[src/assert_macros.svh]
// Assertion macros shared by the vector Holt smoother RTL.
// Depends on nothing; included by the files that carry assertions.
`ifndef ASSERT_MACROS_SVH
`define ASSERT_MACROS_SVH

// Clocked check that is switched off while reset is asserted.
`define VHTS_ASSERT(lbl, clk, rst_n, prop, msg) \
    lbl: assert property (@(posedge clk) disable iff (!rst_n) prop) else $error(msg);

// Clocked check that also holds during reset.
`define VHTS_ASSERT_ALWAYS(lbl, clk, prop, msg) \
    lbl: assert property (@(posedge clk) prop) else $error(msg);

`endif

[src/vhts_pkg.sv]
// Package of the vector Holt trend smoother: widths, codes and shared types.
// Depends on nothing; every other file but assert_macros.svh uses it.
package vhts_pkg;

    localparam int MAX_LANES  = 4;
    localparam int LANES      = 4;
    localparam int GAIN_BITS  = 16;
    localparam int SAMPLE_W   = 16;
    localparam int FRAC_BITS  = 16;
    localparam int STATE_W    = SAMPLE_W + FRAC_BITS;
    localparam int CFG_GAIN_W = 16;
    localparam int TOL_W      = 32;
    localparam int ADDR_W     = 4;
    localparam int DATA_W     = 32;

    // Clamped gain runs from zero to exactly one, so it needs one more bit.
    localparam int GAIN_W  = GAIN_BITS + 1;
    localparam int DIFF_W  = STATE_W + 2;
    localparam int PROD_W  = DIFF_W + GAIN_W + 1;
    localparam int ACC_W   = PROD_W + 1;
    localparam int SQ_W    = 2 * (STATE_W + 1);
    localparam int SUM_W   = SQ_W + 2;
    localparam int TOLSQ_W = 2 * TOL_W;

    localparam logic [1:0] REG_LEVEL_GAIN = 2'd0;
    localparam logic [1:0] REG_TREND_GAIN = 2'd1;
    localparam logic [1:0] REG_HOLD_TOL   = 2'd2;

    typedef logic signed [SAMPLE_W-1:0] sample_t;
    typedef logic signed [STATE_W-1:0]  state_word_t;

    typedef struct packed {
        logic [CFG_GAIN_W-1:0] level_gain;
        logic [CFG_GAIN_W-1:0] trend_gain;
        logic [TOL_W-1:0]      hold_tolerance;
    } cfg_t;

    typedef struct packed {
        logic capture;
        logic load_first;
        logic mul;
        logic sel_trend;
        logic trend_upd;
        logic trend_init;
        logic level_upd;
        logic square;
        logic compare;
        logic out_load;
    } dp_cmd_t;

    typedef enum logic [1:0] {
        PHASE_FIRST,
        PHASE_SECOND,
        PHASE_STEADY
    } phase_t;

    typedef enum logic [3:0] {
        ST_IDLE,
        ST_LOAD,
        ST_TMUL,
        ST_TRND,
        ST_LMUL,
        ST_LRND,
        ST_SQUARE,
        ST_COMPARE,
        ST_OUT
    } ctrl_state_t;

endpackage

[src/vhts_regs.sv]
// APB register file of the smoother: the two gains and the hold tolerance.
// Depends on vhts_pkg for the register codes and the cfg_t bundle.
module vhts_regs (
    input  logic                        clk,
    input  logic                        rst_n,
    input  logic                        psel,
    input  logic                        penable,
    input  logic                        pwrite,
    input  logic [vhts_pkg::ADDR_W-1:0] paddr,
    input  logic [vhts_pkg::DATA_W-1:0] pwdata,
    output logic [vhts_pkg::DATA_W-1:0] prdata,
    output logic                        pready,
    output vhts_pkg::cfg_t              cfg
);
    import vhts_pkg::*;

    cfg_t       cfg_reg;
    cfg_t       cfg_next;
    logic       wr_en;
    logic [1:0] reg_idx;

    assign pready  = 1'b1;
    assign wr_en   = psel && penable && pwrite;
    assign reg_idx = paddr[3:2];
    assign cfg     = cfg_reg;

    always_comb
    begin
        cfg_next = cfg_reg;
        if (wr_en)
        begin
            unique case (reg_idx)
                REG_LEVEL_GAIN: cfg_next.level_gain     = pwdata[CFG_GAIN_W-1:0];
                REG_TREND_GAIN: cfg_next.trend_gain     = pwdata[CFG_GAIN_W-1:0];
                REG_HOLD_TOL:   cfg_next.hold_tolerance = pwdata[TOL_W-1:0];
                default:        cfg_next = cfg_reg;
            endcase
        end
    end

    always_comb
    begin
        unique case (reg_idx)
            REG_LEVEL_GAIN: prdata = DATA_W'(cfg_reg.level_gain);
            REG_TREND_GAIN: prdata = DATA_W'(cfg_reg.trend_gain);
            REG_HOLD_TOL:   prdata = DATA_W'(cfg_reg.hold_tolerance);
            default:        prdata = '0;
        endcase
    end

    always_ff @(posedge clk or negedge rst_n)
    begin
        if (!rst_n)
        begin
            cfg_reg.level_gain     <= CFG_GAIN_W'(32768);
            cfg_reg.trend_gain     <= CFG_GAIN_W'(32768);
            cfg_reg.hold_tolerance <= '0;
        end
        else
        begin
            cfg_reg <= cfg_next;
        end
    end
endmodule

[config.mk]
export PLATFORM = sky130hd
export DESIGN_NAME = vhts_regs
export DESIGN_NICKNAME = d
export VERILOG_FILES = /design/src/assert_macros.svh /design/src/vhts_pkg.sv /design/src/vhts_regs.sv
export SDC_FILE = /design/constraint.sdc
export NUM_CORES = 1
export LEC_CHECK = 0
export BUFFER_PORTS_ARGS = -buffer_cell sky130_fd_sc_hd__buf_2
export CAP_MARGIN = 30
export CELL_PAD_IN_SITES_DETAIL_PLACEMENT = 1
export CELL_PAD_IN_SITES_GLOBAL_PLACEMENT = 1
export CORE_MARGIN = 1
export CORE_UTILIZATION = 35
export CTS_CLUSTER_SIZE = 28
export DETAILED_ROUTE_END_ITERATION = 8
export PLACE_DENSITY_LB_ADDON = 0.1
export SYNTH_ARGS = -nofsm -noshare
export SYNTH_HDL_FRONTEND = slang
export SYNTH_SLANG_ARGS = --single-unit
export TNS_END_PERCENT = 30
[constraint.sdc]
create_clock -name clk -period 2 [get_ports clk]
set_clock_uncertainty 0.15 [all_clocks]
set_input_delay 0.4 -clock clk [delete_from_list [all_inputs] [get_ports clk]]
set_output_delay 0.4 -clock clk [all_outputs]
set_load 0.1 [all_outputs]
==> flow_metrics.py, run 1 <==
metrics = {
    "status": {
        "status": "complete, no violations",
    },
    "timing": {
        "rsz0062_at_grt": "false",
        "timing.final.crit_share": 0.978,
        "finalSetupTns_ps": 0,
        "post-route-min-period_ps": 1960,
        "fmaxAchievable_ghz": 0.511,
        "setup_viol": 0,
        "hold_viol_final": 0,
        "final_max_slew_viol_count": 0,
    },
    "clock_tree": {
        "clk_pin_slew_ps": 70,
        "cts_tree": "built",
        "cts-htree-levels": 3,
        "numCtsBuffers": 9,
        "clk_latency_ps": 330,
        "clock-sinks": 64,
        "clock_path_buffers": 2,
        "cts_root_buf": "clkbuf_8",
    },
    "route": {
        "ant_nets": 0,
        "vias": 2219,
        "drc": 0,
        "viasPerCell": 4.74,
        "dr.pass1.iters": 3,
        "wirelength_um": 8080,
        "routedWlPerCell_um": 17.3,
        "drt_iter0_markers": 65,
    },
    "floorplanning": {
        "fp.dieH_um": 92.7,
        "ios": 138,
        "core-area_um2": 7850,
        "die_area_um2": 8590,
        "die_w_um": 92.7,
        "rows": 32,
        "start_util": 0.367,
    },
    "grt": {
        "gr-total-overflow": 0,
        "globalRouteTotalUtil": 0.203,
        "top_usage_layer": "met2",
        "antenna_found_initial": 1,
        "grt_pass1_wl_um": 13100,
        "met3_usage": 0.0599,
        "use_met2": 0.323,
        "grtUsageMet1": 0.264,
        "grt_max_degree": 65,
        "grt_pass1_vias": 2389,
    },
    "placement": {
        "dp_hpwl_um": 6020,
        "portBuffers": 134,
        "placed_cells_incl_taps": 451,
        "gp_routability_congestion": 0.685,
    },
    "layout": {
        "layout.nets": 402,
        "largest_reg_flops": 64,
        "seq_area_um2": 1680,
        "multi_input_area_um2": 1430,
        "area_growth_pct": 67.3,
        "layout.cells.non_filler": 468,
        "drive_gt1_frac": 0.822,
        "antenna_cells": 0,
        "fillers": 797,
    },
    "pwr": {
        "pwr-share-comb": 0.580,
        "clockPowerShare": 0.170,
        "leakage_uw": 0.00220,
        "internal_power_uw": 3440,
        "switching_share": 0.548,
        "seqPwrFrac": 0.250,
        "ir_drop_v": 0.000836,
        "power_density_nw_per_um2": 1580,
        "switchingPower_uw": 4160,
    },
    "job": {
        "drv_cap": 0,
    },
    "logic_synthesis": {
        "ys_ff_latch": 64,
        "synth-edff-count": 0,
        "netlist_area_um2": 2880,
        "yosysWarnings": 0,
        "netlist.area_leader.share": 0.539,
        "ys_seq_area_frac": 0.557,
        "async_reset_ff_frac": 1.00,
        "synthDistinctLibCells": 18,
        "synth.most_common_cell": "mux2_2",
        "synthCells": 213,
        "syn_nets": 254,
        "synthTopCellsByCount": "64 x mux2_2, 62 x dfrtp_1",
        "yosys-top-cells-area": "dfrtp_1 54%, mux2_2 25%, mux2i_1 5.6%",
        "avgSynthCellArea_um2": 13.5,
        "yosys_most_used_dff": "dfrtp_1",
        "yosysTopAreaCell": "dfrtp_1",
    },
    "worst_setup_path": {
        "worstSetupStartpointType": "primary input",
        "crit_chain": "buf_2, buf_12, mux2i_1, o21ai_4, buf_12",
        "crit_required_ps": 1450,
        "critPathMaxFanout": 12,
        "slowest_delay_ps": 330,
        "end_kind": "output port",
        "timing.critical_path.mode_cell": "buf_12",
        "crit_slowest_cell": "mux2i_1",
        "critical_path_class": "in2out",
        "cp.arrival_ps": 1410,
    },
    "min_path": {
        "hp-class": "in2reg",
    },
}
[cell families after synthesis]
group | synth area share
AO/OA/AOI/OAI | 0.0278
buffers and inverters | 0.0335
flip-flops | 0.557
multiplexers | 0.306
other | 0.00130
AND/OR/NAND/NOR | 0.0743
[cell type report]
| cell class | count | area share |
|---|---|---|
| clock buffer | 14 | 0.0358 |
| clock inverter | 2 | 0.0125 |
| multi-input combinational | 135 | 0.296 |
| sequential | 64 | 0.349 |
| tap | 102 | 0.0265 |
| timing repair buffer | 151 | 0.280 |
[layout by cell type (no fill, tap or decap), types with 12 or more instances in the layout]
master	netlist	routed
mux2_2	64	64
buf_12	0	37
buf_2	2	102
o21ai_4	0	16
clkbuf_8	0	12
dfrtp_1	62	30
mux2i_1	16	13
nand2_1	16	16
dfrtp_4	0	14
dfrtp_2	0	18
[what timing repair did]
action                                  in CTS  in global routing
resized for setup                            1                  1
hold buffers                                 1                  0
hold endpoints to repair                    62                  0
cloned                                       0                  0
setup buffers                                0                  0
endpoints found under the setup margin       3                  1
[worst paths after layout]
check                            from         to  slack (ps)  cells past startpoint
max                          paddr[3]  prdata[2]          40                      5
min in group asynchronous       rst_n    cfg[25]         480                      3
min reg2reg                   cfg[31]    cfg[31]         380                      1
max reg2reg                   cfg[49]    cfg[49]         980                      1
max in group asynchronous       rst_n    cfg[63]         900                      3
min                        pwdata[23]    cfg[23]         140                      2
[power groups by stage]
stage               registers, uW  clock network (uW)  logic (uW)
global placement             1910                   0        4380
finish                       1900                1290        4410
global route                 1960                1380        4520
CTS                          1910                1320        4440
detailed placement           1930                   0        4430
floorplan                    4130                   0        1250
[stage by stage]
stage | utilization | hold WS, ps | setup slack (ps) | instance area, um2 | total power [uW]
5_1_grt | 0.614 | 126 | 6.49 | 4820 | 7860
3_5_place_dp | 0.582 | 299 | 3.39 | 4570 | 6360
6_report | 0.614 | 143 | 43.9 | 4820 | 7600
2_1_floorplan | - | -45.6 | -84.8 | 3210 | 5380
3_3_place_gp | 0.582 | 286 | 64.2 | 4570 | 6290
4_1_cts | 0.613 | 125 | 25.2 | 4810 | 7660
[critical path: cells and delay by family]
kind                   cells  cell delay, ps
AOI/OAI and AO/OA          1             110
buffers and inverters      3             550
muxes                      1             330
[layer usage]
metal | vias up | wire [um]
met1 | 1105 | 3440
met5 | - | 17
met3 | 7 | 492
met2 | 71 | 4060
met4 | 2 | 79
li1 | 1034 | -
Power figures use the tool's default switching activity.
==> run 2: changes to the inputs <==
Clock period 2 ns to 2.1 ns, I/O delays scaled along.
==> flow_metrics.py, run 2 (synthesis gave the netlist of run 1 again) <==
metrics = {
    "pwr": {
        "leakage_uw": 0.00221,
        "pwr-share-comb": 0.580,
        "internal_power_uw": 3210,
        "switchingPower_uw": 3980,
        "clockPowerShare": 0.173,
        "power_density_nw_per_um2": 1510,
        "ir_drop_v": 0.000821,
        "seqPwrFrac": 0.247,
        "switching_share": 0.553,
    },
    "floorplanning": {
        "die_w_um": 92.7,
        "start_util": 0.367,
        "core-area_um2": 7850,
        "ios": 138,
        "die_area_um2": 8590,
        "fp.dieH_um": 92.7,
        "rows": 32,
    },
    "timing": {
        "final_max_slew_viol_count": 0,
        "setup_slack_ps": 90.2,
        "fmaxAchievable_ghz": 0.498,
        "post-route-min-period_ps": 2010,
        "timing.final.crit_share": 0.957,
        "hold_viol_final": 0,
        "fin_hold_ws_ps": 168,
        "setup_viol": 0,
        "rsz0062_at_grt": "false",
    },
    "layout": {
        "layout.cells.non_filler": 471,
        "largest_reg_flops": 64,
        "antenna_cells": 0,
        "area_growth_pct": 65.0,
        "layout_commonest_cell": "buf_2",
        "layout.nets": 405,
        "drive_gt1_frac": 0.802,
        "final_cell_mix": "102 x buf_2, 64 x mux2_2, 38 x dfrtp_1, 36 x buf_12, 24 x dfrtp_2",
    },
    "worst_setup_path": {
        "slowest_delay_ps": 220,
        "crit_slowest_cell": "nor2b_2",
        "critPathBufInv": 3,
        "cp.depth": 6,
        "cp.arrival_ps": 1440,
        "crit_chain": "buf_2, nor2b_2, buf_4, nand2_1, o21ai_4, buf_12",
        "crit_family": "buffers and inverters",
        "critPathMaxFanout": 7,
        "crit_required_ps": 1530,
        "r2r_cells": 1,
        "worstSetupStartpointType": "primary input",
        "critical_path_class": "in2out",
        "end_kind": "output port",
    },
    "route": {
        "ant_nets": 0,
        "viasPerCell": 4.84,
        "routedWlPerCell_um": 17.2,
        "drc": 0,
        "vias": 2280,
        "drt_iter0_markers": 35,
        "wirelength_um": 8090,
        "dr.pass1.iters": 4,
    },
    "placement": {
        "gp_routability_congestion": 0.755,
        "placed_cells_incl_taps": 454,
        "preCtsSetupSlack_ps": 79.7,
        "dp_hpwl_um": 6290,
        "portBuffers": 134,
    },
    "clock_tree": {
        "numCtsBuffers": 9,
        "cts_tree": "built",
        "clock_path_buffers": 2,
        "post-cts-setup-buffer-count": 0,
        "clk_pin_slew_ps": 70,
        "clk_latency_ps": 320,
        "clock-sinks": 64,
        "cts-htree-levels": 3,
        "cts_root_buf": "clkbuf_8",
    },
    "grt": {
        "antenna_found_initial": 0,
        "globalRouteTotalUtil": 0.206,
        "grt_max_degree": 65,
        "gr-total-overflow": 0,
        "grt_pass1_wl_um": 13400,
        "grt_pass1_vias": 2518,
    },
    "job": {
        "drv_cap": 0,
    },
    "status": {
        "status": "complete, no violations",
    },
    "min_path": {
        "hp-class": "in2reg",
        "worstHoldPathCells": 2,
    },
}
==> run 2: per-stage QoR <==
step	instance area, um2	TNS (ps)	util	power, uW
final	4750	0	0.605	7190
after global routing	4750	0	0.605	7440
after CTS	4750	0	0.605	7250
after detailed placement	4500	0	0.574	5990
after global placement	4500	0	0.574	5930
after floorplan	3130	-2490	-	5050
==> run 2: layout make-up <==
cell class / count / area (um2)
Sequential cell: 64 / 1640
Fill cell: 791 / 3100
Multi-Input combinational cell: 135 / 1390
Clock buffer: 12 / 165
Clock inverter: 4 / 75.1
Timing Repair Buffer: 154 / 1350
Tap cell: 102 / 128
==> run 2: worst paths after layout <==
path                             endpoint  slack [ps]        from
worst max-delay path            prdata[9]          90    paddr[2]
worst min-delay path              cfg[19]         170  pwdata[19]
worst max register to register    cfg[63]        1140     cfg[63]
worst min register to register    cfg[16]         380     cfg[16]
max in group asynchronous         cfg[63]        1000       rst_n
min in group asynchronous         cfg[36]         480       rst_n
==> run 2: timing repair <==
item,4_1_cts,5_1_grt
resized for setup,0,0
hold endpoints to repair,62,0
hold buffers,1,0
==> run 2: per-layer routing <==
layer / share of wire / GRT usage
met5: 0 / 0
met4: 0.017 / 0.0718
met3: 0.062 / 0.0575
met2: 0.50 / 0.344
met1: 0.42 / 0.255
==> run 2: power groups by stage <==
stage               combinational (uW)  clock (uW)  sequential (uW)
floorplan                         1160           0             3880
global placement                  4150           0             1770
detailed placement                4190           0             1800
CTS                               4200        1280             1780
global route                      4270        1340             1820
finish                            4170        1250             1770
==> run 3: changes to the inputs <==
Settings changed: CORE_ASPECT_RATIO set to 0.8.
==> flow_metrics.py, run 3 (synthesis gave the netlist of run 1 again) <==
metrics = {
    "floorplanning": {
        "ios": 138,
        "rows": 29,
        "fp.dieH_um": 83.1,
        "die_area_um2": 8590,
        "die_w_um": 103,
        "start_util": 0.362,
        "core-area_um2": 7950,
    },
    "clock_tree": {
        "clock-sinks": 64,
        "clk_pin_slew_ps": 70,
        "cts_root_buf": "clkbuf_8",
        "clk_latency_ps": 320,
        "cts-htree-levels": 3,
        "cts_tree": "built",
        "clock_path_buffers": 2,
        "numCtsBuffers": 9,
    },
    "pwr": {
        "leakage_uw": 0.00219,
        "ir_drop_v": 0.000763,
        "power_density_nw_per_um2": 1480,
    },
    "timing": {
        "rsz0062_at_grt": "false",
        "fin_hold_ws_ps": 171,
        "hold_viol_final": 0,
        "final_max_slew_viol_count": 0,
        "setup_viol": 0,
        "timing.final.crit_share": 0.959,
        "fmaxAchievable_ghz": 0.497,
        "post-route-min-period_ps": 2010,
    },
    "worst_setup_path": {
        "critical_path_class": "in2out",
        "end_kind": "output port",
        "slowest_delay_ps": 230,
        "crit_slowest_cell": "nor2b_1",
        "worstSetupStartpointType": "primary input",
        "critPathMaxFanout": 11,
        "crit_required_ps": 1530,
        "crit_chain": "buf_2, nor2b_1, buf_6, nand2_1, o21ai_4, buf_12",
        "cp.arrival_ps": 1440,
    },
    "layout": {
        "utilization": 0.592,
        "layout_commonest_cell": "buf_2",
        "area_growth_pct": 63.4,
        "largest_reg_flops": 64,
        "layout.cells.non_filler": 476,
        "drive_gt1_frac": 0.793,
        "fillers": 797,
        "final_cell_mix": "102 x buf_2, 64 x mux2_2, 38 x dfrtp_1, 35 x buf_12, 24 x dfrtp_2",
        "antenna_cells": 0,
        "layout.nets": 404,
    },
    "job": {
        "drv_cap": 0,
    },
    "route": {
        "drc": 0,
        "routedWlPerCell_um": 16.5,
        "ant_nets": 0,
        "wl_met1_um": 3390,
        "wl_met2_um": 4110,
        "wirelength_um": 7860,
        "drt_iter0_markers": 17,
        "viasPerCell": 4.72,
        "vias": 2249,
        "met3_wirelength_um": 302,
        "top_layer_used": "met4",
        "dr.pass1.iters": 4,
    },
    "placement": {
        "placed_cells_incl_taps": 459,
        "gp_routability_congestion": 0.686,
        "dp_hpwl_um": 6120,
        "portBuffers": 134,
    },
    "grt": {
        "antenna_found_initial": 0,
        "gr-total-overflow": 0,
        "globalRouteTotalUtil": 0.197,
        "grt_max_degree": 65,
        "grt_pass1_wl_um": 12800,
        "grt_pass1_vias": 2409,
    },
    "min_path": {
        "hp-class": "in2reg",
    },
    "status": {
        "status": "complete, no violations",
    },
}
[run 3: critical path, delay by kind of cell]
family,cells,cell delay (ps)
buf+inv,3,570
compound gates,1,90
simple gates,2,350
[run 3: final cells by class]
class                           instances  area (um2)  area share
Clock inverter                          3        40.0     0.00851
Clock buffer                           13         159      0.0338
Sequential cell                        64        1640       0.348
Tap cell                              108         135      0.0287
Multi-Input combinational cell        135        1400       0.297
Timing Repair Buffer                  153        1340       0.284
[run 3: stage by stage]
stage	power, uW	setup TNS, ps	worst slack, ps	instance area (um2)
floorplan	5050	-2490	-227	3130
global placement	5920	0	101	4490
detailed placement	5980	0	64.1	4490
CTS	7060	0	56.0	4700
global route	7230	0	20.1	4700
finish	6980	0	85.9	4700
[run 3: power by group]
part	internal (uW)	leakage (uW)	switching, uW
clock network	610	0.000103	438
registers	1550	0.000754	220
logic	891	0.00133	3270
[run 3: metal layers]
layer  global-route usage  vias to the layer above
met5                    0                        -
met4               0.0474                        0
met3               0.0429                        6
met2                0.340                       65
met1                0.250                     1137
li1                     -                     1041
[run 3: worst paths after layout]
| check | startpoint | to | slack [ps] | depth (start not counted) |
|---|---|---|---|---|
| worst max-delay path | paddr[2] | prdata[13] | 90 | 6 |
| worst max register to register | cfg[63] | cfg[63] | 1140 | 1 |
| min in group asynchronous | rst_n | cfg[18] | 480 | 3 |
| worst min register to register | cfg[30] | cfg[30] | 370 | 1 |
| max in group asynchronous | rst_n | cfg[11] | 1000 | 3 |
| worst min-delay path | pwdata[20] | cfg[20] | 170 | 2 |
[run 3: repair_timing]
item | CTS | global route
setup buffers | 0 | 0
gates resized for setup | 0 | 1
endpoints found under the hold margin | 62 | 0
hold buffers | 1 | 0
setup endpoints to repair | 0 | 1
