--- config.mk ---
export PLATFORM = sky130hd
export DESIGN_NAME = vhts_ctrl
export DESIGN_NICKNAME = d
export VERILOG_FILES = /design/src/vhts_pkg.sv /design/src/vhts_ctrl.sv
export VERILOG_INCLUDE_DIRS = /design/src /design/src/src
export SDC_FILE = /design/constraint.sdc
export NUM_CORES = 1
export LEC_CHECK = 0
export ABC_AREA = 0
export CORE_AREA = 2 2 39 41
export CTS_CLUSTER_DIAMETER = 200
export DETAILED_ROUTE_END_ITERATION = 16
export DIE_AREA = 0 0 41 43
export DONT_BUFFER_PORTS = 1
export PLACE_DENSITY = 0.48
export RECOVER_POWER = 25
export SKIP_LAST_GASP = 1
export SYNTH_ARGS = -nofsm -noshare
export SYNTH_HDL_FRONTEND = slang
export SYNTH_SLANG_ARGS = --single-unit
export TNS_END_PERCENT = 1
--- constraint.sdc ---
create_clock -name clk -period 1.7 [get_ports clk]
set_input_delay 0.17 -clock clk [delete_from_list [all_inputs] [get_ports clk]]
set_output_delay 0.17 -clock clk [all_outputs]
set_load 0.05 [all_outputs]
--- src/assert_macros.svh ---
// Assertion macros shared by the vector Holt smoother RTL.
// Depends on nothing; included by the files that carry assertions.
`ifndef ASSERT_MACROS_SVH
`define ASSERT_MACROS_SVH

// Clocked check that is switched off while reset is asserted.
`define VHTS_ASSERT(lbl, clk, rst_n, prop, msg) \
    lbl: assert property (@(posedge clk) disable iff (!rst_n) prop) else $error(msg);

// Clocked check that also holds during reset.
`define VHTS_ASSERT_ALWAYS(lbl, clk, prop, msg) \
    lbl: assert property (@(posedge clk) prop) else $error(msg);

`endif

--- src/vhts_pkg.sv ---
// Package of the vector Holt trend smoother: widths, codes and shared types.
// Depends on nothing; every other file but assert_macros.svh uses it.
package vhts_pkg;

    localparam int MAX_LANES  = 4;
    localparam int LANES      = 4;
    localparam int GAIN_BITS  = 16;
    localparam int SAMPLE_W   = 16;
    localparam int FRAC_BITS  = 16;
    localparam int STATE_W    = SAMPLE_W + FRAC_BITS;
    localparam int CFG_GAIN_W = 16;
    localparam int TOL_W      = 32;
    localparam int ADDR_W     = 4;
    localparam int DATA_W     = 32;

    // Clamped gain runs from zero to exactly one, so it needs one more bit.
    localparam int GAIN_W  = GAIN_BITS + 1;
    localparam int DIFF_W  = STATE_W + 2;
    localparam int PROD_W  = DIFF_W + GAIN_W + 1;
    localparam int ACC_W   = PROD_W + 1;
    localparam int SQ_W    = 2 * (STATE_W + 1);
    localparam int SUM_W   = SQ_W + 2;
    localparam int TOLSQ_W = 2 * TOL_W;

    localparam logic [1:0] REG_LEVEL_GAIN = 2'd0;
    localparam logic [1:0] REG_TREND_GAIN = 2'd1;
    localparam logic [1:0] REG_HOLD_TOL   = 2'd2;

    typedef logic signed [SAMPLE_W-1:0] sample_t;
    typedef logic signed [STATE_W-1:0]  state_word_t;

    typedef struct packed {
        logic [CFG_GAIN_W-1:0] level_gain;
        logic [CFG_GAIN_W-1:0] trend_gain;
        logic [TOL_W-1:0]      hold_tolerance;
    } cfg_t;

    typedef struct packed {
        logic capture;
        logic load_first;
        logic mul;
        logic sel_trend;
        logic trend_upd;
        logic trend_init;
        logic level_upd;
        logic square;
        logic compare;
        logic out_load;
    } dp_cmd_t;

    typedef enum logic [1:0] {
        PHASE_FIRST,
        PHASE_SECOND,
        PHASE_STEADY
    } phase_t;

    typedef enum logic [3:0] {
        ST_IDLE,
        ST_LOAD,
        ST_TMUL,
        ST_TRND,
        ST_LMUL,
        ST_LRND,
        ST_SQUARE,
        ST_COMPARE,
        ST_OUT
    } ctrl_state_t;

endpackage

--- src/vhts_ctrl.sv ---
// Sequencing state machine of the smoother: handshakes, phase and datapath commands.
// Depends on vhts_pkg and on assert_macros.svh for its checks.
`include "assert_macros.svh"

module vhts_ctrl (
    input  logic              clk,
    input  logic              rst_n,
    input  logic              samples_valid,
    output logic              samples_ready,
    output logic              levels_valid,
    input  logic              levels_ready,
    output vhts_pkg::dp_cmd_t cmd
);
    import vhts_pkg::*;

    ctrl_state_t state_reg;
    ctrl_state_t state_next;
    phase_t      phase_reg;
    phase_t      phase_next;
    logic        out_valid_reg;
    logic        out_valid_next;
    logic        slot_free;

    assign slot_free     = !out_valid_reg || levels_ready;
    assign samples_ready = (state_reg == ST_IDLE);
    assign levels_valid  = out_valid_reg;

    // Next state.
    always_comb
    begin
        state_next = state_reg;
        unique case (state_reg)
            ST_IDLE:
            begin
                if (samples_valid)
                begin
                    unique case (phase_reg)
                        PHASE_FIRST:  state_next = ST_LOAD;
                        PHASE_SECOND: state_next = ST_TRND;
                        PHASE_STEADY: state_next = ST_TMUL;
                        default:      state_next = ST_IDLE;
                    endcase
                end
            end
            ST_LOAD:    state_next = ST_OUT;
            ST_TMUL:    state_next = ST_TRND;
            ST_TRND:    state_next = ST_LMUL;
            ST_LMUL:    state_next = ST_LRND;
            ST_LRND:    state_next = ST_SQUARE;
            ST_SQUARE:  state_next = ST_COMPARE;
            ST_COMPARE: state_next = ST_OUT;
            ST_OUT:
            begin
                if (slot_free)
                begin
                    state_next = ST_IDLE;
                end
            end
            default:    state_next = ST_IDLE;
        endcase
    end

    // Commands to the datapath.
    always_comb
    begin
        cmd = '0;
        unique case (state_reg)
            ST_IDLE:    cmd.capture = samples_valid;
            ST_LOAD:    cmd.load_first = 1'b1;
            ST_TMUL:
            begin
                cmd.mul       = 1'b1;
                cmd.sel_trend = 1'b1;
            end
            ST_TRND:
            begin
                cmd.trend_upd  = 1'b1;
                cmd.trend_init = (phase_reg == PHASE_SECOND);
            end
            ST_LMUL:    cmd.mul = 1'b1;
            ST_LRND:    cmd.level_upd = 1'b1;
            ST_SQUARE:  cmd.square = 1'b1;
            ST_COMPARE: cmd.compare = 1'b1;
            ST_OUT:     cmd.out_load = slot_free;
            default:    cmd = '0;
        endcase
    end

    // The phase moves on when the item's result is loaded.
    always_comb
    begin
        phase_next = phase_reg;
        if (cmd.out_load)
        begin
            unique case (phase_reg)
                PHASE_FIRST:  phase_next = PHASE_SECOND;
                PHASE_SECOND: phase_next = PHASE_STEADY;
                PHASE_STEADY: phase_next = PHASE_STEADY;
                default:      phase_next = PHASE_STEADY;
            endcase
        end
    end

    always_comb
    begin
        if (cmd.out_load)
        begin
            out_valid_next = 1'b1;
        end
        else if (levels_ready)
        begin
            out_valid_next = 1'b0;
        end
        else
        begin
            out_valid_next = out_valid_reg;
        end
    end

    always_ff @(posedge clk or negedge rst_n)
    begin
        if (!rst_n)
        begin
            state_reg     <= ST_IDLE;
            phase_reg     <= PHASE_FIRST;
            out_valid_reg <= 1'b0;
        end
        else
        begin
            state_reg     <= state_next;
            phase_reg     <= phase_next;
            out_valid_reg <= out_valid_next;
        end
    end

    `VHTS_ASSERT(a_tmul_steady, clk, rst_n, (state_reg == ST_TMUL) |-> (phase_reg == PHASE_STEADY), "trend blend outside steady phase")
    `VHTS_ASSERT(a_out_waits, clk, rst_n, (state_reg == ST_OUT && out_valid_reg && !levels_ready) |=> (state_reg == ST_OUT), "result overwrote a pending transfer")
    `VHTS_ASSERT_ALWAYS(a_load_first, clk, (state_reg == ST_LOAD) |-> (phase_reg == PHASE_FIRST), "level load outside first phase")
endmodule

==> out/results.ini, run 1 <==
[cells_and_area]
mostFrequentLayoutCell = buf_4
stdcell_area_sq_um = 653
layout_common_cells = buf_4 (11), dfrtp_1 (5), inv_1 (4), nor2_1 (4)
synthToLayoutAreaGrowth_pct = 35.9
finalNetCount = 69
largest_reg_flops = 4
drive_gt1_frac = 0.387
n_antenna_cell = 0

[hold_path]
whs_endpoint = state_reg[0]
worstHoldPathCells = 2
holdCritStartpoint = samples_valid
hold_path_class = input pin to flop

[place]
place_congestion = 0.701
pre_cts_ws_ns = 0.315
dp_hpwl_um = 772
port_buffers = 0
placed_cell_area_sq_um = 614

[synthesis]
synthCells = 48
synth.distinct_cells = 25
netlist_top_cells_area = dfrtp_1 (36%), ha_1 (5.2%), nand4b_4 (4.9%), buf_6 (4.7%), mux2i_1 (4.2%)
netlist_area_sq_um = 480
synth_nets = 54
yosys.area.top_type = dfrtp_1
avgSynthCellArea_sq_um = 10.0
ys.warnings.count = 0
synth-seq-area-share = 0.365
synth.ff_latch_count = 7
synth_top_area_frac = 0.365

[setup_path]
crit_path_start_kind = flop
cp_max_fo = 7
required_ns = 1.53
r2r_slack_ns = 0.38
ff2ff_path_depth = 3
r2r_start = state_reg[2]
cp.arrival_ns = 1.46
r2r_end = phase_reg[0]
worstSetupEndpointType = output pin
worstSetupPathType = flop to output pin

[grt]
grt-ovfl-total = 0
grt_max_degree = 11
track_usage = 0.145
grt_pass1_vias = 388
grt_pass1_wl_mm = 1.68
antenna_found_initial = 0

[power_and_ir_drop]
powerDensity_mw_per_mm2 = 2070
power_leakage_uw = 0.000316
power_uw = 1350
irDropWorstVdd_mv = 0.782

[clock_network]
cts_buffers = 3
cts_root_buf = clkbuf_4
clk_latency_ns = 0.26
tritoncts = built
cts_setup_buffers = 0
clock_sinks = 7
clock_path_buffers = 2
clk_pin_slew_ns = 0.05
h-tree-depth = 1

[drt]
drcViolationCount = 0
first_pass_iters = 2
viasPerCell = 4.99
drtIter0Drc = 4
drt-wirelength-per-cell_um = 12.3
drt_wl_total_um = 958
vias = 389
antenna_left = 0

[sta]
slew_headroom = 0.703
rsz0062_at_grt = yes
finalHoldViolations = 0
clock.fmax_ghz = 0.614
tightest_slew_ns = 0.446
layout_min_cycle_time_ns = 1.63
fin_crit_sh = 0.957
setup_viol = 0
slew_violations = 0
postLayoutSetupSlackWorst_ns = 0.0723
clock_skew_ns = 0.00513

[run]
drv_cap = 0

[die]
rows = 14
die_x_um = 41
core_area_sq_mm = 0.00138
ios = 16
die_h_um = 43
start_util = 0.347
dieArea_sq_mm = 0.00176

[status]
status = completed

cell families (layout without fill, tap and decap cells):
kind of cell,Yosys count,count (layout),synth area share
and+or+nand+nor,21,21,0.297
muxes,3,3,0.0729
xor gates and xnor gates,2,2,0.0365
AOI/OAI and AO/OA,5,5,0.0729
buffers and inverters,8,22,0.104
DFF,7,7,0.365
adders and majority gates,2,2,0.0521
synth_stat cells:
cell,n
nor2_4,1
nor3_2,1
nand2_1,2
and2_1,2
nor4_1,1
ha_1,2
mux2_4,1
dfrtp_1,7
buf_4,1
a31oi_1,1
buf_2,1
buf_6,2
nand3b_1,2
nor3_1,3
inv_1,4
a21o_1,1
nand2b_1,3
o21ai_0,1
or2b_1,1
a211oi_1,1
o32ai_1,1
nor2_1,4
mux2i_1,2
nand4b_4,1
xnor2_1,2
area by class of cell:
| type | instances | area (sq um) |
|---|---|---|
| fill | 128 | 731 |
| multi-input combinational | 33 | 282 |
| sequential | 7 | 178 |
| timing repair buffer | 14 | 133 |
| clock buffer | 4 | 26.3 |
| tap | 16 | 20.0 |
| inverter | 4 | 15.0 |
metal layers:
layer | vias to the layer above | global-route usage | share of wire | wire length (um)
met3 | 4 | 0.0628 | 0.087 | 83
met4 | 0 | 0.120 | 0.034 | 33
met1 | 181 | 0.178 | 0.40 | 380
li1 | 189 | - | - | -
met5 | - | 0 | 0 | 0
met2 | 15 | 0.184 | 0.48 | 461
stage by stage:
stage,cells,TNS [ns],hold WS [ns],utilization
floorplan,48,-0.650,-0.126,-
global placement,73,0,-0.125,0.444
detailed placement,73,0,-0.125,0.444
CTS,78,0,0.0865,0.470
global route,78,-0.00323,0.0939,0.472
finish,78,0,0.0884,0.472
power breakdown:
group | leakage [uW] | internal [uW] | switching (uW)
clock network | 0.0000150 | 89.7 | 64.0
logic | 0.000216 | 311 | 529
registers | 0.0000845 | 220 | 137
total | 0.000316 | 621 | 730
worst max-delay path: stages, from the launching register on:
cell and delay, ns:
dfrtp_1 0.52, nand2_1 0.19, nor3_4 0.15, and2_1 0.19, buf_12 0.14
timing repair:
| item | CTS | global route |
|---|---|---|
| hold buffers | 1 | 0 |
| gates resized for setup | 0 | 2 |
| hold endpoints to repair | 7 | 0 |
| endpoints found under the setup margin | 0 | 3 |
worst max path at each step:
| stage | from | to | slack [ns] | cells past startpoint |
|---|---|---|---|---|
| after floorplan | state_reg[3] | cmd[7] | -0.19 | 2 |
| after global placement | state_reg[0] | cmd[4] | 0.33 | 4 |
| after detailed placement | state_reg[0] | cmd[4] | 0.32 | 4 |
| after CTS | state_reg[0] | cmd[4] | 0.02 | 4 |
| after global routing | state_reg[2] | cmd[1] | -0.003 | 3 |
| final | state_reg[1] | cmd[4] | 0.07 | 4 |
No activity file was read; power rests on OpenSTA's default activity.
==> inputs of run 2 (changes only) <==
--- a/config.mk
+++ b/config.mk
@@ -8,6 +8,7 @@
 export LEC_CHECK = 0
 export ABC_AREA = 0
 export CORE_AREA = 2 2 39 41
+export CTS_BUF_LIST = sky130_fd_sc_hd__clkbuf_4
 export CTS_CLUSTER_DIAMETER = 200
 export DETAILED_ROUTE_END_ITERATION = 16
 export DIE_AREA = 0 0 41 43
==> run 2 against run 1 <==
Clock skew up 0.0026 ns. Worst hold slack lost 0.0011 ns. Clock-buffer cell count unchanged. Die area did not move. Combinational power barely moved. Critical endpoint unchanged. Maximum frequency is 0.30% lower. Sequential share of layout area fell by 0.16 points.
==> out/results.ini, run 2 (synthesized netlist as in run 1, its figures left out) <==
[drt]
first_pass_iters = 4
vias = 390
drtIter0Drc = 4
drt-wirelength-per-cell_um = 12.4
wl_met2_um = 460
wl_met3_um = 91
top_layer = met4
drt_wl_total_um = 966
antenna_left = 0
viasPerCell = 5.00
drcViolationCount = 0
wl_met1_um = 380

[cells_and_area]
n_antenna_cell = 0
largest_reg_flops = 4
finalNetCount = 69
mostFrequentLayoutCell = buf_4
fin_util = 0.475
synthToLayoutAreaGrowth_pct = 36.7
layout_common_cells = buf_4 (11), dfrtp_1 (5), inv_1 (4), nor2_1 (4), clkbuf_4 (4)
drive_gt1_frac = 0.403

[clock_network]
clk_latency_ns = 0.26
tritoncts = built
clock_sinks = 7
cts_buffers = 3
clock_path_buffers = 2
clk_pin_slew_ns = 0.06
h-tree-depth = 1
cts_root_buf = clkbuf_4

[sta]
setup_tns_ns = 0
layout_min_cycle_time_ns = 1.63
slew_violations = 0
clock.fmax_ghz = 0.613
slew_headroom = 0.700
tightest_slew_ns = 0.449
hold_ws_ns = 0.0873
postLayoutSetupSlackWorst_ns = 0.0674
fin_crit_sh = 0.960
finalHoldViolations = 0
rsz0062_at_grt = yes
clock_skew_ns = 0.00774
setup_viol = 0

[setup_path]
ff2ff_path_depth = 3
critPathLaunch = state_reg[1]
r2r_start = state_reg[2]
worstSetupEndpointType = output pin
r2r_end = phase_reg[0]
cp_max_fo = 7
required_ns = 1.53
cp.arrival_ns = 1.46
crit_path_start_kind = flop
worstSetupPathType = flop to output pin
r2r_slack_ns = 0.37

[status]
status = completed

[die]
ios = 16
die_x_um = 41
start_util = 0.347
core_area_sq_mm = 0.00138
rows = 14
die_h_um = 43
dieArea_sq_mm = 0.00176

[grt]
track_usage = 0.146
grt_max_degree = 11
grt_pass1_wl_mm = 1.69
grt_pass1_vias = 390
grt-ovfl-total = 0
antenna_found_initial = 0

[hold_path]
worstHoldPathCells = 2
hold_path_class = input pin to flop
holdCritStartpoint = samples_valid
whs_endpoint = state_reg[0]

[place]
dp_hpwl_um = 772
pre_cts_ws_ns = 0.315
place_congestion = 0.701
port_buffers = 0

[power_and_ir_drop]
p_sw_frac = 0.535
powerDensity_mw_per_mm2 = 2080
irDropWorstVdd_mv = 0.782
clock_power_share = 0.125
p_comb_frac = 0.614
seq_power_share = 0.261
power_leakage_uw = 0.000319
internal-power_uw = 637
switchingPower_uw = 732

[run]
drv_cap = 0

==> run 2: cell type report <==
type	count	area, sq um
sequential	7	178
inverter	4	15.0
tap	16	20.0
fill	130	727
clock buffer	4	30.0
timing repair buffer	14	133
multi-input combinational	33	282
==> run 2: per-layer routing <==
layer  track usage  vias to the layer above
met4         0.120                        0
li1              -                      189
met2         0.188                       18
met1         0.178                      179
met5             0                        -
met3        0.0628                        4
==> run 2: worst max-delay path, stage by stage, from the launching register on <==
cell	delay, ns
dfrtp_1	0.52
nand2_1	0.19
nor3_4	0.15
and2_1	0.19
buf_12	0.14
==> run 2: timing repair <==
action,4_1_cts,5_1_grt
gates resized for setup,0,2
hold buffers,1,0
endpoints found under the setup margin,0,4
endpoints found under the hold margin,7,0
setup buffers,0,0
==> run 2: how the worst max path moves through the flow <==
stage             end  slack [ns]  cells after the start
6_report       cmd[4]        0.07                      4
5_1_grt        cmd[1]      -0.007                      3
3_3_place_gp   cmd[4]        0.33                      4
4_1_cts        cmd[4]        0.02                      4
3_5_place_dp   cmd[4]        0.32                      4
2_1_floorplan  cmd[7]       -0.19                      2
==> run 2: through the flow <==
stage	total power [uW]	std cells	instance area [sq um]
4_1_cts	1380	78	654
3_3_place_gp	1180	73	614
5_1_grt	1450	78	657
6_report	1370	78	657
2_1_floorplan	1020	48	507
3_5_place_dp	1200	73	614
==> run 2: power by group through the flow <==
stage / Combinational, uW / Sequential, uW / Clock, uW
6_report: 840 / 357 / 172
5_1_grt: 889 / 374 / 185
3_3_place_gp: 833 / 351 / 0
4_1_cts: 847 / 353 / 177
3_5_place_dp: 839 / 356 / 0
2_1_floorplan: 713 / 306 / 0
==> inputs of run 3 (changes only) <==
==> constraint.sdc (replaced) <==
create_clock -name clk -period 2.1 [get_ports clk]
set_input_delay 0.21 -clock clk [delete_from_list [all_inputs] [get_ports clk]]
set_output_delay 0.21 -clock clk [all_outputs]
set_load 0.05 [all_outputs]
==> run 3 against run 2 <==
Worst hold slack better by 0.040 ns. Worst setup slack improved by 0.26 ns. Clock-buffer cell count unchanged. Final cell count fell by 3.8%. Sequential share of layout area up 1.2 points. Via count down 3.1%. Combinational power is 27% lower. Utilization is 2.6 points lower. Clock power down 22%. Highest routed layer unchanged.
==> out/results.ini, run 3 (synthesized netlist as in run 1, its figures left out) <==
[die]
ios = 16
core_area_sq_mm = 0.00138
start_util = 0.347
rows = 14
die_h_um = 43
dieArea_sq_mm = 0.00176
die_x_um = 41

[drt]
drtIter0Drc = 7
antenna_left = 0
drt-wirelength-per-cell_um = 13.9
drt_wl_total_mm = 1.05
wl_met2_um = 503
drcViolationCount = 0
wl_met3_um = 89
vias = 378
wl_met1_um = 439
top_layer = met4
viasPerCell = 5.04
first_pass_iters = 4

[setup_path]
cpPeakStageDelay_ns = 0.56
worstSetupEndpointType = output pin
critical_path.cell_chain = nand2b_1 > nand4b_4 > inv_1
cp_max_fo = 3
worstSetupPathType = flop to output pin
r2r_start = state_reg[3]
crit_path_start_kind = flop
cp.arrival_ns = 1.56
critPathLaunch = levels_valid
cp_slowest_cell = dfrtp_1
required_ns = 1.89

[sta]
finalHoldViolations = 0
rsz0062_at_grt = no
tightest_slew_ns = 0.525
postLayoutSetupSlackWorst_ns = 0.325
fin_crit_sh = 0.845
layout_min_cycle_time_ns = 1.77
slew_violations = 0
slew_headroom = 0.650
clock_skew_ns = 0.00195
setup_viol = 0
clock.fmax_ghz = 0.564
setup_tns_ns = 0

[power_and_ir_drop]
irDropWorstVdd_mv = 0.865
power_leakage_uw = 0.000305
powerDensity_mw_per_mm2 = 1720
power_uw = 1070

[cells_and_area]
largest_reg_flops = 4
drive_gt1_frac = 0.322
synthToLayoutAreaGrowth_pct = 29.2
finalNonFillerCells = 75
mostFrequentLayoutCell = buf_4
layout_common_cells = buf_4 (8), dfrtp_1 (7), inv_1 (4), nor2_1 (4), clkbuf_4 (4)
fin_util = 0.448
n_antenna_cell = 0
finalNetCount = 66

[place]
port_buffers = 0
pre_cts_ws_ns = 0.578
place_congestion = 0.731
dp_hpwl_um = 732
place_inst = 70

[status]
status = completed

[hold_path]
hold_path_class = input pin to flop
holdCritStartpoint = samples_valid

[run]
drv_cap = 0

[clock_network]
cts_buffers = 3
clk_latency_ns = 0.25
cts-resized-gates = 0
h-tree-depth = 1
clock_path_buffers = 2
cts_setup_buffers = 0
tritoncts = built
cts_root_buf = clkbuf_4
clock_sinks = 7
clk_pin_slew_ns = 0.05

[grt]
grt_max_degree = 14
grt_pass1_vias = 372
antenna_found_initial = 0
grt_pass1_wl_mm = 1.61
grt-ovfl-total = 0
track_usage = 0.142

[run 3: report_power, final]
group	total [uW]	switching [uW]	internal [uW]
clock network	135	49.3	85.4
logic	612	384	228
registers	319	145	174
total	1070	578	487
[run 3: worst max-delay path, delay by kind of cell, from the launching register on]
kind,cells,cell delay (ns)
DFF,1,0.56
buffers and inverters,1,0.37
and+or+nand+nor,2,0.38
[run 3: final cells by class]
type | instances | area [sq um]
Fill cell | 136 | 763
Multi-Input combinational cell | 33 | 270
Sequential cell | 7 | 175
Timing Repair Buffer | 11 | 110
Clock buffer | 4 | 30.0
Tap cell | 16 | 20.0
Inverter | 4 | 15.0
[run 3: metal layers]
layer | vias up | GRT usage
li1 | 185 | -
met2 | 15 | 0.213
met3 | 2 | 0.0733
met4 | 0 | 0.0800
met5 | - | 0
met1 | 176 | 0.151
[run 3: per-stage QoR]
stage / instance area, sq um / hold WS, ns
after global placement: 581 / -0.0854
after CTS: 621 / 0.116
final: 621 / 0.128
after floorplan: 495 / -0.0856
after detailed placement: 581 / -0.0854
after global routing: 621 / 0.133
[run 3: final timing paths]
check	slack, ns	endpoint	depth (start not counted)
worst max-delay path	0.33	cmd[0]	3
worst min-delay path	0.13	state_reg[0]	2
worst max register to register	0.64	state_reg[3]	4
worst min register to register	0.54	phase_reg[0]	1
max in group asynchronous	1.56	state_reg[1]	1
min in group asynchronous	0.29	state_reg[3]	1
[run 3: timing repair]
item / CTS / global route
setup endpoints to repair: 0 / 0
hold endpoints to repair: 7 / 0
hold buffers: 1 / 0
